### src/ipg_pkg.sv
// shared constants for the integer partition generator
// no dependencies; imported by the core and its port checker
package ipg_pkg;

    localparam int MAX_TOTAL = 64;

    localparam int VAL_W  = 7;                    // part values and totals
    localparam int POS_W  = 6;                    // part position
    localparam int CNT_W  = 7;                    // part count, pivot, counters
    localparam int ADDR_W = $clog2(MAX_TOTAL);    // parts memory address

    localparam logic [CNT_W-1:0] MAX_CNT     = CNT_W'(MAX_TOTAL);
    localparam logic [VAL_W-1:0] TOTAL_RESET = VAL_W'(4);
    localparam logic [VAL_W-1:0] ONE_VAL     = VAL_W'(1);
    localparam logic [VAL_W-1:0] TWO_VAL     = VAL_W'(2);

endpackage

### src/integer_partition_generator.sv
// integer partition generator top level: ZS1 sequencer around one parts memory
// depends on ipg_pkg
//
// Every accepted request returns one partition of total, one part per output
// transfer, largest part first, in descending lexicographic (ZS1) order. A request
// with start_req high, or any request before the first start, restarts at [total];
// the total held from the last cfg_valid is used, clamped to 1..64. Once the all-ones
// partition has gone out, each further next request returns a single exhausted transfer.
// The parts live in a 64 x 7 synchronous memory with one port of each kind, so
// everything is paced by it. After the accept, a start emits its single part; a
// next rewrites the pivot part read during the accept, then, unless the pivot part
// was a two, writes the refilled parts and closes the refill, then emits the parts
// in order; an exhausted request sends its one marker transfer. One request is
// worked at a time; the next one is taken while the last part still waits on
// out_stall.
module integer_partition_generator
(
    input  logic                       clk,
    input  logic                       rst_n,
    input  logic                       cfg_valid,
    output logic                       cfg_ready,
    input  logic [ipg_pkg::VAL_W-1:0]  total,
    input  logic                       in_valid,
    output logic                       in_stall,
    input  logic                       start_req,
    output logic                       out_valid,
    input  logic                       out_stall,
    output logic [ipg_pkg::VAL_W-1:0]  part_value,
    output logic [ipg_pkg::POS_W-1:0]  part_position,
    output logic [ipg_pkg::CNT_W-1:0]  parts_in_partition,
    output logic                       last_part,
    output logic                       final_partition,
    output logic                       exhausted
);
    import ipg_pkg::*;

    typedef enum logic [2:0] {S_IDLE, S_PIVOT, S_FILL, S_EMIT, S_EXH} state_t;

    state_t                 state_reg;
    logic [VAL_W-1:0]       total_reg;
    logic                   started_reg;
    logic [CNT_W-1:0]       m_reg;
    logic [CNT_W-1:0]       h_reg;
    logic signed [7:0]      t_reg;
    logic [VAL_W-1:0]       r_reg;
    logic [VAL_W-1:0]       first_reg;
    logic [MAX_TOTAL-1:0]   vld_reg;
    logic [CNT_W-1:0]       rd_idx_reg;
    logic [CNT_W-1:0]       ld_idx_reg;
    logic                   pend_reg;

    logic                   out_valid_reg;
    logic [VAL_W-1:0]       value_reg;
    logic [POS_W-1:0]       pos_reg;
    logic [CNT_W-1:0]       count_reg;
    logic                   last_reg;
    logic                   final_reg;
    logic                   exh_reg;

    // parts memory and its registered read
    logic [VAL_W-1:0]       mem [MAX_TOTAL];
    logic [VAL_W-1:0]       rdata_reg;
    logic                   rvld_reg;

    logic                   accept;
    logic                   do_start;
    logic                   do_exh;
    logic                   do_next;
    logic                   h_ok;
    logic [CNT_W-1:0]       hm1;
    logic [VAL_W-1:0]       x;
    logic [VAL_W-1:0]       n_start;
    logic signed [7:0]      t_init;
    logic                   fill_go;
    logic                   out_free;
    logic                   load;
    logic                   out_set;
    logic                   issue;
    logic                   rd_en;
    logic [ADDR_W-1:0]      raddr;
    logic                   we;
    logic [ADDR_W-1:0]      waddr;
    logic [VAL_W-1:0]       wdata;
    logic [VAL_W-1:0]       cur_part;
    logic [CNT_W-1:0]       m_last;

    assign cfg_ready = 1'b1;
    assign in_stall  = (state_reg != S_IDLE);

    always_comb
    begin
        accept   = in_valid && !in_stall;
        do_start = accept && (start_req || !started_reg);
        do_exh   = accept && !do_start && (first_reg == ONE_VAL);
        do_next  = accept && !do_start && !do_exh;

        h_ok     = (h_reg != '0) && (h_reg <= MAX_CNT);
        hm1      = h_reg - CNT_W'(1);
        // parts outside the store, or never written since start, read as one
        x        = (h_ok && rvld_reg) ? rdata_reg : ONE_VAL;
        n_start  = (total_reg == '0) ? ONE_VAL :
                   (total_reg > VAL_W'(MAX_CNT)) ? VAL_W'(MAX_CNT) : total_reg;
        t_init   = $signed({1'b0, m_reg}) - $signed({1'b0, h_reg}) + 8'sd1;
        fill_go  = ($signed({t_reg[7], t_reg}) >= $signed({2'b00, r_reg}))
                   && (h_reg < MAX_CNT);

        out_free = !out_valid_reg || !out_stall;
        load     = (state_reg == S_EMIT) && pend_reg && out_free;
        out_set  = load || ((state_reg == S_EXH) && out_free);
        // rdata holds until the next read, so a read may be issued as it is consumed
        issue    = (state_reg == S_EMIT) && (rd_idx_reg < m_reg) && (!pend_reg || load);
        rd_en    = do_next || issue;
        raddr    = do_next ? hm1[ADDR_W-1:0] : rd_idx_reg[ADDR_W-1:0];

        cur_part = rvld_reg ? rdata_reg : ONE_VAL;
        m_last   = m_reg - CNT_W'(1);

        // one write a cycle; writes finish before emission reads start
        we    = 1'b0;
        waddr = '0;
        wdata = '0;
        if (do_start)
        begin
            we    = 1'b1;
            waddr = '0;
            wdata = n_start;
        end
        else if (state_reg == S_PIVOT)
        begin
            we    = h_ok;
            waddr = hm1[ADDR_W-1:0];
            wdata = (x == TWO_VAL) ? ONE_VAL : (x - ONE_VAL);
        end
        else if (state_reg == S_FILL)
        begin
            if (fill_go)
            begin
                we    = 1'b1;
                waddr = h_reg[ADDR_W-1:0];
                wdata = r_reg;
            end
            else if ((t_reg > 8'sd1) && (h_reg < MAX_CNT))
            begin
                we    = 1'b1;
                waddr = h_reg[ADDR_W-1:0];
                wdata = t_reg[VAL_W-1:0];
            end
        end
    end

    always_ff @(posedge clk)
    begin
        if (we)
        begin
            mem[waddr] <= wdata;
        end
        if (rd_en)
        begin
            rdata_reg <= mem[raddr];
            rvld_reg  <= vld_reg[raddr];
        end
    end

    always_ff @(posedge clk or negedge rst_n)
    begin
        if (!rst_n)
        begin
            state_reg     <= S_IDLE;
            total_reg     <= TOTAL_RESET;
            started_reg   <= 1'b0;
            m_reg         <= CNT_W'(1);
            h_reg         <= CNT_W'(1);
            t_reg         <= '0;
            r_reg         <= '0;
            first_reg     <= ONE_VAL;
            vld_reg       <= '0;
            rd_idx_reg    <= '0;
            ld_idx_reg    <= '0;
            pend_reg      <= 1'b0;
            out_valid_reg <= 1'b0;
            value_reg     <= '0;
            pos_reg       <= '0;
            count_reg     <= '0;
            last_reg      <= 1'b0;
            final_reg     <= 1'b0;
            exh_reg       <= 1'b0;
        end
        else
        begin
            if (cfg_valid)
            begin
                total_reg <= total;
            end

            if (do_start)
            begin
                // a start writes only the first part
                vld_reg     <= MAX_TOTAL'(1);
                started_reg <= 1'b1;
            end
            if (we)
            begin
                if (!do_start)
                begin
                    vld_reg[waddr] <= 1'b1;
                end
                if (waddr == '0)
                begin
                    first_reg <= wdata;
                end
            end

            if (out_set)
            begin
                out_valid_reg <= 1'b1;
            end
            else if (out_valid_reg && !out_stall)
            begin
                out_valid_reg <= 1'b0;
            end

            unique case (state_reg)
                S_IDLE:
                begin
                    if (do_start)
                    begin
                        m_reg      <= CNT_W'(1);
                        h_reg      <= CNT_W'(1);
                        rd_idx_reg <= '0;
                        ld_idx_reg <= '0;
                        state_reg  <= S_EMIT;
                    end
                    else if (do_exh)
                    begin
                        state_reg <= S_EXH;
                    end
                    else if (do_next)
                    begin
                        state_reg <= S_PIVOT;
                    end
                end
                S_PIVOT:
                begin
                    if (x == TWO_VAL)
                    begin
                        m_reg      <= (m_reg >= MAX_CNT) ? MAX_CNT : (m_reg + CNT_W'(1));
                        h_reg      <= (h_reg == '0) ? '0 : hm1;
                        rd_idx_reg <= '0;
                        ld_idx_reg <= '0;
                        state_reg  <= S_EMIT;
                    end
                    else
                    begin
                        r_reg     <= x - ONE_VAL;
                        t_reg     <= t_init;
                        state_reg <= S_FILL;
                    end
                end
                S_FILL:
                begin
                    if (fill_go)
                    begin
                        h_reg <= h_reg + CNT_W'(1);
                        t_reg <= t_reg - $signed({1'b0, r_reg});
                    end
                    else
                    begin
                        if (t_reg == 8'sd0)
                        begin
                            m_reg <= (h_reg == '0) ? CNT_W'(1) : h_reg;
                        end
                        else
                        begin
                            m_reg <= (h_reg >= MAX_CNT) ? MAX_CNT : (h_reg + CNT_W'(1));
                            if (t_reg > 8'sd1)
                            begin
                                h_reg <= (h_reg >= MAX_CNT) ? MAX_CNT : (h_reg + CNT_W'(1));
                            end
                        end
                        rd_idx_reg <= '0;
                        ld_idx_reg <= '0;
                        state_reg  <= S_EMIT;
                    end
                end
                S_EMIT:
                begin
                    if (issue)
                    begin
                        rd_idx_reg <= rd_idx_reg + CNT_W'(1);
                        pend_reg   <= 1'b1;
                    end
                    else if (load)
                    begin
                        pend_reg <= 1'b0;
                    end
                    if (load)
                    begin
                        value_reg     <= cur_part;
                        pos_reg       <= ld_idx_reg[POS_W-1:0];
                        count_reg     <= m_reg;
                        last_reg      <= (ld_idx_reg == m_last);
                        final_reg     <= (first_reg == ONE_VAL);
                        exh_reg       <= 1'b0;
                        ld_idx_reg    <= ld_idx_reg + CNT_W'(1);
                        if (ld_idx_reg == m_last)
                        begin
                            state_reg <= S_IDLE;
                        end
                    end
                end
                S_EXH:
                begin
                    if (out_free)
                    begin
                        value_reg     <= '0;
                        pos_reg       <= '0;
                        count_reg     <= '0;
                        last_reg      <= 1'b1;
                        final_reg     <= 1'b0;
                        exh_reg       <= 1'b1;
                        state_reg     <= S_IDLE;
                    end
                end
                default:
                begin
                    state_reg <= S_IDLE;
                end
            endcase
        end
    end

    assign out_valid          = out_valid_reg;
    assign part_value         = value_reg;
    assign part_position      = pos_reg;
    assign parts_in_partition = count_reg;
    assign last_part          = last_reg;
    assign final_partition    = final_reg;
    assign exhausted          = exh_reg;

endmodule

### config.mk
export PLATFORM = sky130hd
export DESIGN_NAME = integer_partition_generator
export DESIGN_NICKNAME = d
export VERILOG_FILES = /design/src/ipg_pkg.sv /design/src/integer_partition_generator.sv
export SDC_FILE = /design/constraint.sdc
export NUM_CORES = 1
export LEC_CHECK = 0
export BUFFER_PORTS_ARGS = -buffer_cell sky130_fd_sc_hd__buf_2
export CAP_MARGIN = 0
export CORE_MARGIN = 2
export CORE_UTILIZATION = 40
export DETAILED_ROUTE_END_ITERATION = 6
export PLACE_DENSITY = 0.6
export SYNTH_ARGS = -nofsm -noshare
export SYNTH_HDL_FRONTEND = slang
export SYNTH_SLANG_ARGS = --single-unit
export TNS_END_PERCENT = 30
### constraint.sdc
create_clock -name clk -period 5.6 [get_ports clk]
set_input_delay 0.56 -clock clk [delete_from_list [all_inputs] [get_ports clk]]
set_output_delay 0.56 -clock clk [all_outputs]
set_load 0.02 [all_outputs]
**Word-level counts from Yosys, hierarchy flattened**

Memory sizes are Yosys's and may differ from the RTL's. A register that Yosys moved wholly into a read port is not among the register bits.
Cells that the tools add are included.

- Register bits: 151
- Bits in writable memories: 448
- Logic and storage cells: 196
- Memories kept: 1

Memories:

| name | words | width | read ports | clocked after memory_dff | write ports | line | source |
|---|---|---|---|---|---|---|---|
| mem | 64 | 7 | 1 | 1 | 1 | integer_partition_generator.sv:61 | `logic [VAL_W-1:0] mem [MAX_TOTAL];` |

- Magnitude comparators: 11
- Add/subtract/negate cells: 10
- Bitwise logic cells: 2
- Multiplexer cells: 82
- Reduce and logical (&&, ||, !) cells: 51
- Equal/unequal tests: 19

Operator list:

| operator | number |
|---|---|
| 7-bit 2-to-1 mux | 30 |
| 64-bit 2-to-1 mux | 3 |
| 64-bit OR | 1 |
| 7-bit case mux with 4 select lines | 2 |
| 6-bit 2-to-1 mux | 8 |
| 7-bit case mux with 3 select lines | 2 |
| 7-bit by 1-bit adder with 7-bit output (second input constant) | 4 |
| 7-bit case mux with 2 select lines | 2 |
| 3-bit 2-to-1 mux | 7 |
| 7-bit by 1-bit subtractor with 7-bit output (second input constant) | 3 |
| 5-bit AND reduction | 4 |
| 1-bit 2-to-1 mux | 18 |
| 1-bit logical AND | 16 |
| 8-bit 2-to-1 mux | 2 |
| 8-bit case mux with 2 select lines | 1 |
| 3-bit case mux with 5 select lines | 1 |
| 7-bit greater-or-equal comparator (second input constant) | 2 |
| 7-bit logical NOT | 2 |
| 6-bit by 7-bit < comparator with 1-bit output (second input constant) | 2 |
| 2-bit inequality test (second input constant) | 7 |
| 6-bit case mux with 2 select lines | 1 |
| 8-bit by 2-bit adder with 8-bit output (second input constant) | 1 |
| 8-bit greater-or-equal comparator | 1 |
| 8-bit by 2-bit > comparator with 1-bit output (second input constant) | 1 |
| other kinds (33) | 54 |

**Longest topological paths before layout**

- Depth in word-level cells: 14
- Depth in mapped cells: 15
- Mapped depth without buffers: 14

**Worst setup path after synthesis**

No wires, ideal clock.

- Path kind: reg2reg
- Start: reg h_reg[0]
- End: mem mem[0][4] (data pin)
- Arrival: 5232 ps
- Setup slack: -359 ps
- Library setup time: 727 ps
- Period minus slack after synthesis: 5959 ps
- Cell stages (with the launch flop): 14
- Path through: dfstp_2 > clkbuf_1 > inv_1 > ha_1 > nand2_1 > xnor2_1 > nor2_1 > nand2_1 > inv_1 > ha_1 > o31ai_1 > nand2_1 > clkbuf_1 > o31ai_1

- Cells in the longest elaborated chain, start to end: 8

Ends and longest elaborated chain:

| what | line | source |
|---|---|---|
| from (decl) | integer_partition_generator.sv:43 | `logic [CNT_W-1:0] h_reg;` |
| from (signal assigned) | integer_partition_generator.sv:247 | `h_reg <= (h_reg == '0) ? '0 : hm1;` |
| from (signal assigned) | integer_partition_generator.sv:263 | `h_reg <= h_reg + CNT_W'(1);` |
| from (signal assigned) | integer_partition_generator.sv:277 | `h_reg <= (h_reg >= MAX_CNT) ? MAX_CNT : (h_reg + CNT_W'(1));` |
| 7-bit less-or-equal comparator / 7-bit nonzero test (equally long branches) | integer_partition_generator.sv:97 | `h_ok = (h_reg != '0) && (h_reg <= MAX_CNT);` |
| 1-bit logical AND | integer_partition_generator.sv:97 |  |
| 1-bit logical AND | integer_partition_generator.sv:100 | `x = (h_ok && rvld_reg) ? rdata_reg : ONE_VAL;` |
| 7-bit 2-to-1 mux | integer_partition_generator.sv:100 |  |
| 7-bit by 1-bit subtractor with 7-bit output / 7-bit by 2-bit equality test with 1-bit output (equally long branches) | integer_partition_generator.sv:132 | `wdata = (x == TWO_VAL) ? ONE_VAL : (x - ONE_VAL);` |
| 7-bit 2-to-1 mux | integer_partition_generator.sv:132 |  |
| 7-bit 2-to-1 mux (*) | integer_partition_generator.sv:128 | `else if (state_reg == S_PIVOT)` |
| 7-bit 2-to-1 mux (*) | integer_partition_generator.sv:122 | `if (do_start)` |
| named net wdata[4] | integer_partition_generator.sv:83 | `logic [VAL_W-1:0] wdata;` |
| to (decl) | integer_partition_generator.sv:61 |  |

The timed path passes the listed nets; every way through them passes the cells marked *.

**Worst setup path after layout**

- Start: reg h_reg[0]
- End: reg rdata_reg[3], read port of mem (data pin)

- Cells in the longest elaborated chain, start to end: 2

Ends and longest elaborated chain:

| what | line | source |
|---|---|---|
| 7-bit by 1-bit subtractor with 7-bit output | integer_partition_generator.sv:98 | `hm1 = h_reg - CNT_W'(1);` |
| 6-bit 2-to-1 mux | integer_partition_generator.sv:113 | `raddr = do_next ? hm1[ADDR_W-1:0] : rd_idx_reg[ADDR_W-1:0];` |
| to (decl) | integer_partition_generator.sv:62 | `logic [VAL_W-1:0] rdata_reg;` |

Every way passes these cells.
A chain may end at the register's enable or synchronous reset.

==> flow_summary.yaml <==
route:
  drc: 0
  initialDrtViolationCount: 2159
  antenna_left: 0
  met1Wirelength_um: 31450
  top_layer: "met5"
  wl_per_cell_um: 24.19
  vias: 18190
  wl_met2_um: 34900
  wl_um: 74150
  drt_first_pass_iters: 5
  routed-wl-met3_um: 4970
  via_per_inst: 5.933
placement:
  place_area_um2: 27980
  io_buffers: 37
  dpl.hpwl_um: 48100
  place_congestion: 0.8961
  post-place-ws_ns: 0.6082
layout:
  layout-drive-gt1-share: 0.1281
  area_delta_synth_final_pct: 13.74
  final_util: 0.4602
  largest_reg_flops: 448
  final_design_area_no_fill_um2: 30260
  fin_nets: 2199
  n_antenna_cell: 0
yosys:
  synth_cell_type_count: 73
  synth_area_leaders: "edfxtp_1 51%, dfrtp_1 14%, nand2_1 4.7%, mux4_2 2.8%, nand3_1 2.7%"
  synth_commonest_cells: "456 x edfxtp_1, 333 x nand2_1, 146 x dfrtp_1"
  yosysTopAreaCellShare: 0.5147
  synth.most_common_cell: "edfxtp_1"
  ys_seq_area_frac: 0.6560
  syn_nets: 2163
  synth-edff-count: 456
  synth_top_area_cell: "edfxtp_1"
  yosys_warnings: 0
  synth_flop_cell: "edfxtp_1"
  synthesis.area_per_instance_um2: 12.60
  netlist_area_um2: 26600
  ys_ff_latch: 606
  postSynthCellCount: 2112
  async_flop_share: 0.2475
floorplan:
  die_y_um: 261.9
  die_area_um2: 68580
  ioPinCount: 39
  rows: 94
  core_um2: 65750
  fp.dieW_um: 261.9
  initial_core_util: 0.4046
global_route:
  grt_pass1_wl_um: 111800
  antenna_found_initial: 1
  grt.overflow.total: 0
  grt_usage: 0.2173
  grt_max_degree: 99
  grt_pass1_vias: 17660
worst_setup_path:
  cp.required_ns: 5.93
  critPathMaxFanout: 58
  startpoint_type: "register"
  r2r-start: "h_reg[0]"
  criticalPathCategory: "reg -> reg"
  arrival_ns: 5.35
  cpLargestDelayFamily: "compound AO/OA/AOI/OAI gates"
  slowest_stage: "a2111oi_0"
  r2r_end: "rdata_reg[3]"
  crit_chain: "inv_1 > ha_1 > nor4b_2 > buf_4 > a22o_4 > buf_12 > mux4_2 > a2111oi_0 > nor2_1 > or4_1"
  path_buf_inv: 3
  reg2regPathDepth: 10
  slowest_delay_ns: 0.73
  critical_path.endpoint_type: "register"
  reg2reg_slack_ns: 0.58
clock_tree:
  clk_pin_slew_ns: 0.06
  cts_hold_buf: 0
  cts.path.max_buffers: 3
  clkSinkCount: 606
  clk-insertion-delay-late_ns: 0.61
  htreeDepth: 3
  cts-resized-gates: 0
  ctsRootBufferMaster: "clkbuf_16"
  cts_tree: "done"
  cts_setup_buffers: 0
  cts_buffers: 66
power_and_ir_drop:
  ir_drop_mv: 0.2705
  p_clk_frac: 0.328
  p_comb_frac: 0.290
  seqPwrFrac: 0.382
  power_switching_uw: 4834
  power_leakage_uw: 0.01137
  p_sw_frac: 0.3486
  p_per_area_nw_per_um2: 458.3
  p_int_uw: 9033
sta:
  worst_pin_slew_ns: 1.378
  finClkSkew_ns: 0.02675
  min_period_ns: 5.021
  maxSlewViolCount: 0
  fmax_ghz: 0.1992
  fin_tns_setup_ns: 0
  slew_headroom: 0.07430
  setup_viol: 0
  rsz0062_at_grt: "no"
  finalCritPeriodShare: 0.8966
  whs_ns: 0.05208
  fin_ws_ns: 0.5792
  timing_hold_violations_final: 0
hold_path:
  hp-class: "in -> async"
status:
  outcome: "finished clean"
flow_run:
  maxCapViolations: 0
-- logic make-up after synthesis --
logic type / after synthesis / synth area share
mux: 80 / 0.04642
simple gates: 727 / 0.1222
buf+inv: 181 / 0.02846
fa+ha+maj: 38 / 0.01844
other cells: 1 / 0.0001410
flops: 606 / 0.6560
xor+xnor: 35 / 0.01152
compound gates: 444 / 0.1167
-- cells in the final DEF, fill, tap and decap left out, drive strengths merged, types with 12 or more instances in the layout --
master   netlist  routed
a21o          12      12
a22oi         16      16
o21a          60      60
o211ai        12      12
nor2         119     119
a2111oi       24      24
edfxtp       456     456
o21ai         66      66
xnor2         20      20
nor3          38      38
nand2        333     333
or4           12      12
a32oi         22      22
a31oi         12      12
a311oi        15      15
clkinv         0      12
inv           54      59
xor2          15      15
clkbuf        89      92
a22o          18      18
mux4          33      33
buf           38      95
nand4         25      25
mux2          17      17
mux2i         30      30
a221oi        23      23
nand3        144     144
a21oi        103     103
dfrtp        146     146
a211oi        15      15
ha            36      36
-- layer usage --
metal,GRT usage,vias to the layer above
li1,-,8047
met1,0.2973,9238
met2,0.3475,765
met3,0.03260,138
met4,0.09107,2
met5,0,-
-- final cells by class --
type                    count  area [um^2]
fillers                  5756        35490
well taps                 864         1081
clock buffers              92         1872
multi-input cells        1325         8559
repair buffers             95        689.4
clock inverters            30        400.4
inverters                  54        202.7
flip-flops and latches    606        17450
-- per-stage QoR --
step / total power [uW] / instances
after CTS: 13910 / 3066
after detailed placement: 9356 / 2944
after global placement: 9310 / 2944
final: 13870 / 3066
after floorplan: 7951 / 2112
after global routing: 14440 / 3066
-- power groups by stage --
stage / Clock, uW / Combinational [uW] / Sequential (uW)
3_5_place_dp: 0 / 3980 / 5370
3_3_place_gp: 0 / 3940 / 5370
6_report: 4550 / 4020 / 5290
4_1_cts: 4630 / 4010 / 5280
5_1_grt: 4790 / 4340 / 5310
2_1_floorplan: 0 / 2660 / 5290
-- how the worst max path moves through the flow --
stage	from	slack, ns	cells past startpoint	end
floorplan	h_reg[0]	-0.18	13	mem[0][2]
global placement	h_reg[0]	0.69	10	rdata_reg[3]
detailed placement	h_reg[0]	0.61	10	rdata_reg[3]
CTS	h_reg[0]	0.58	10	rdata_reg[3]
global route	h_reg[0]	0.45	10	rdata_reg[3]
finish	h_reg[0]	0.58	10	rdata_reg[3]
(Power assumes the default switching activity.)
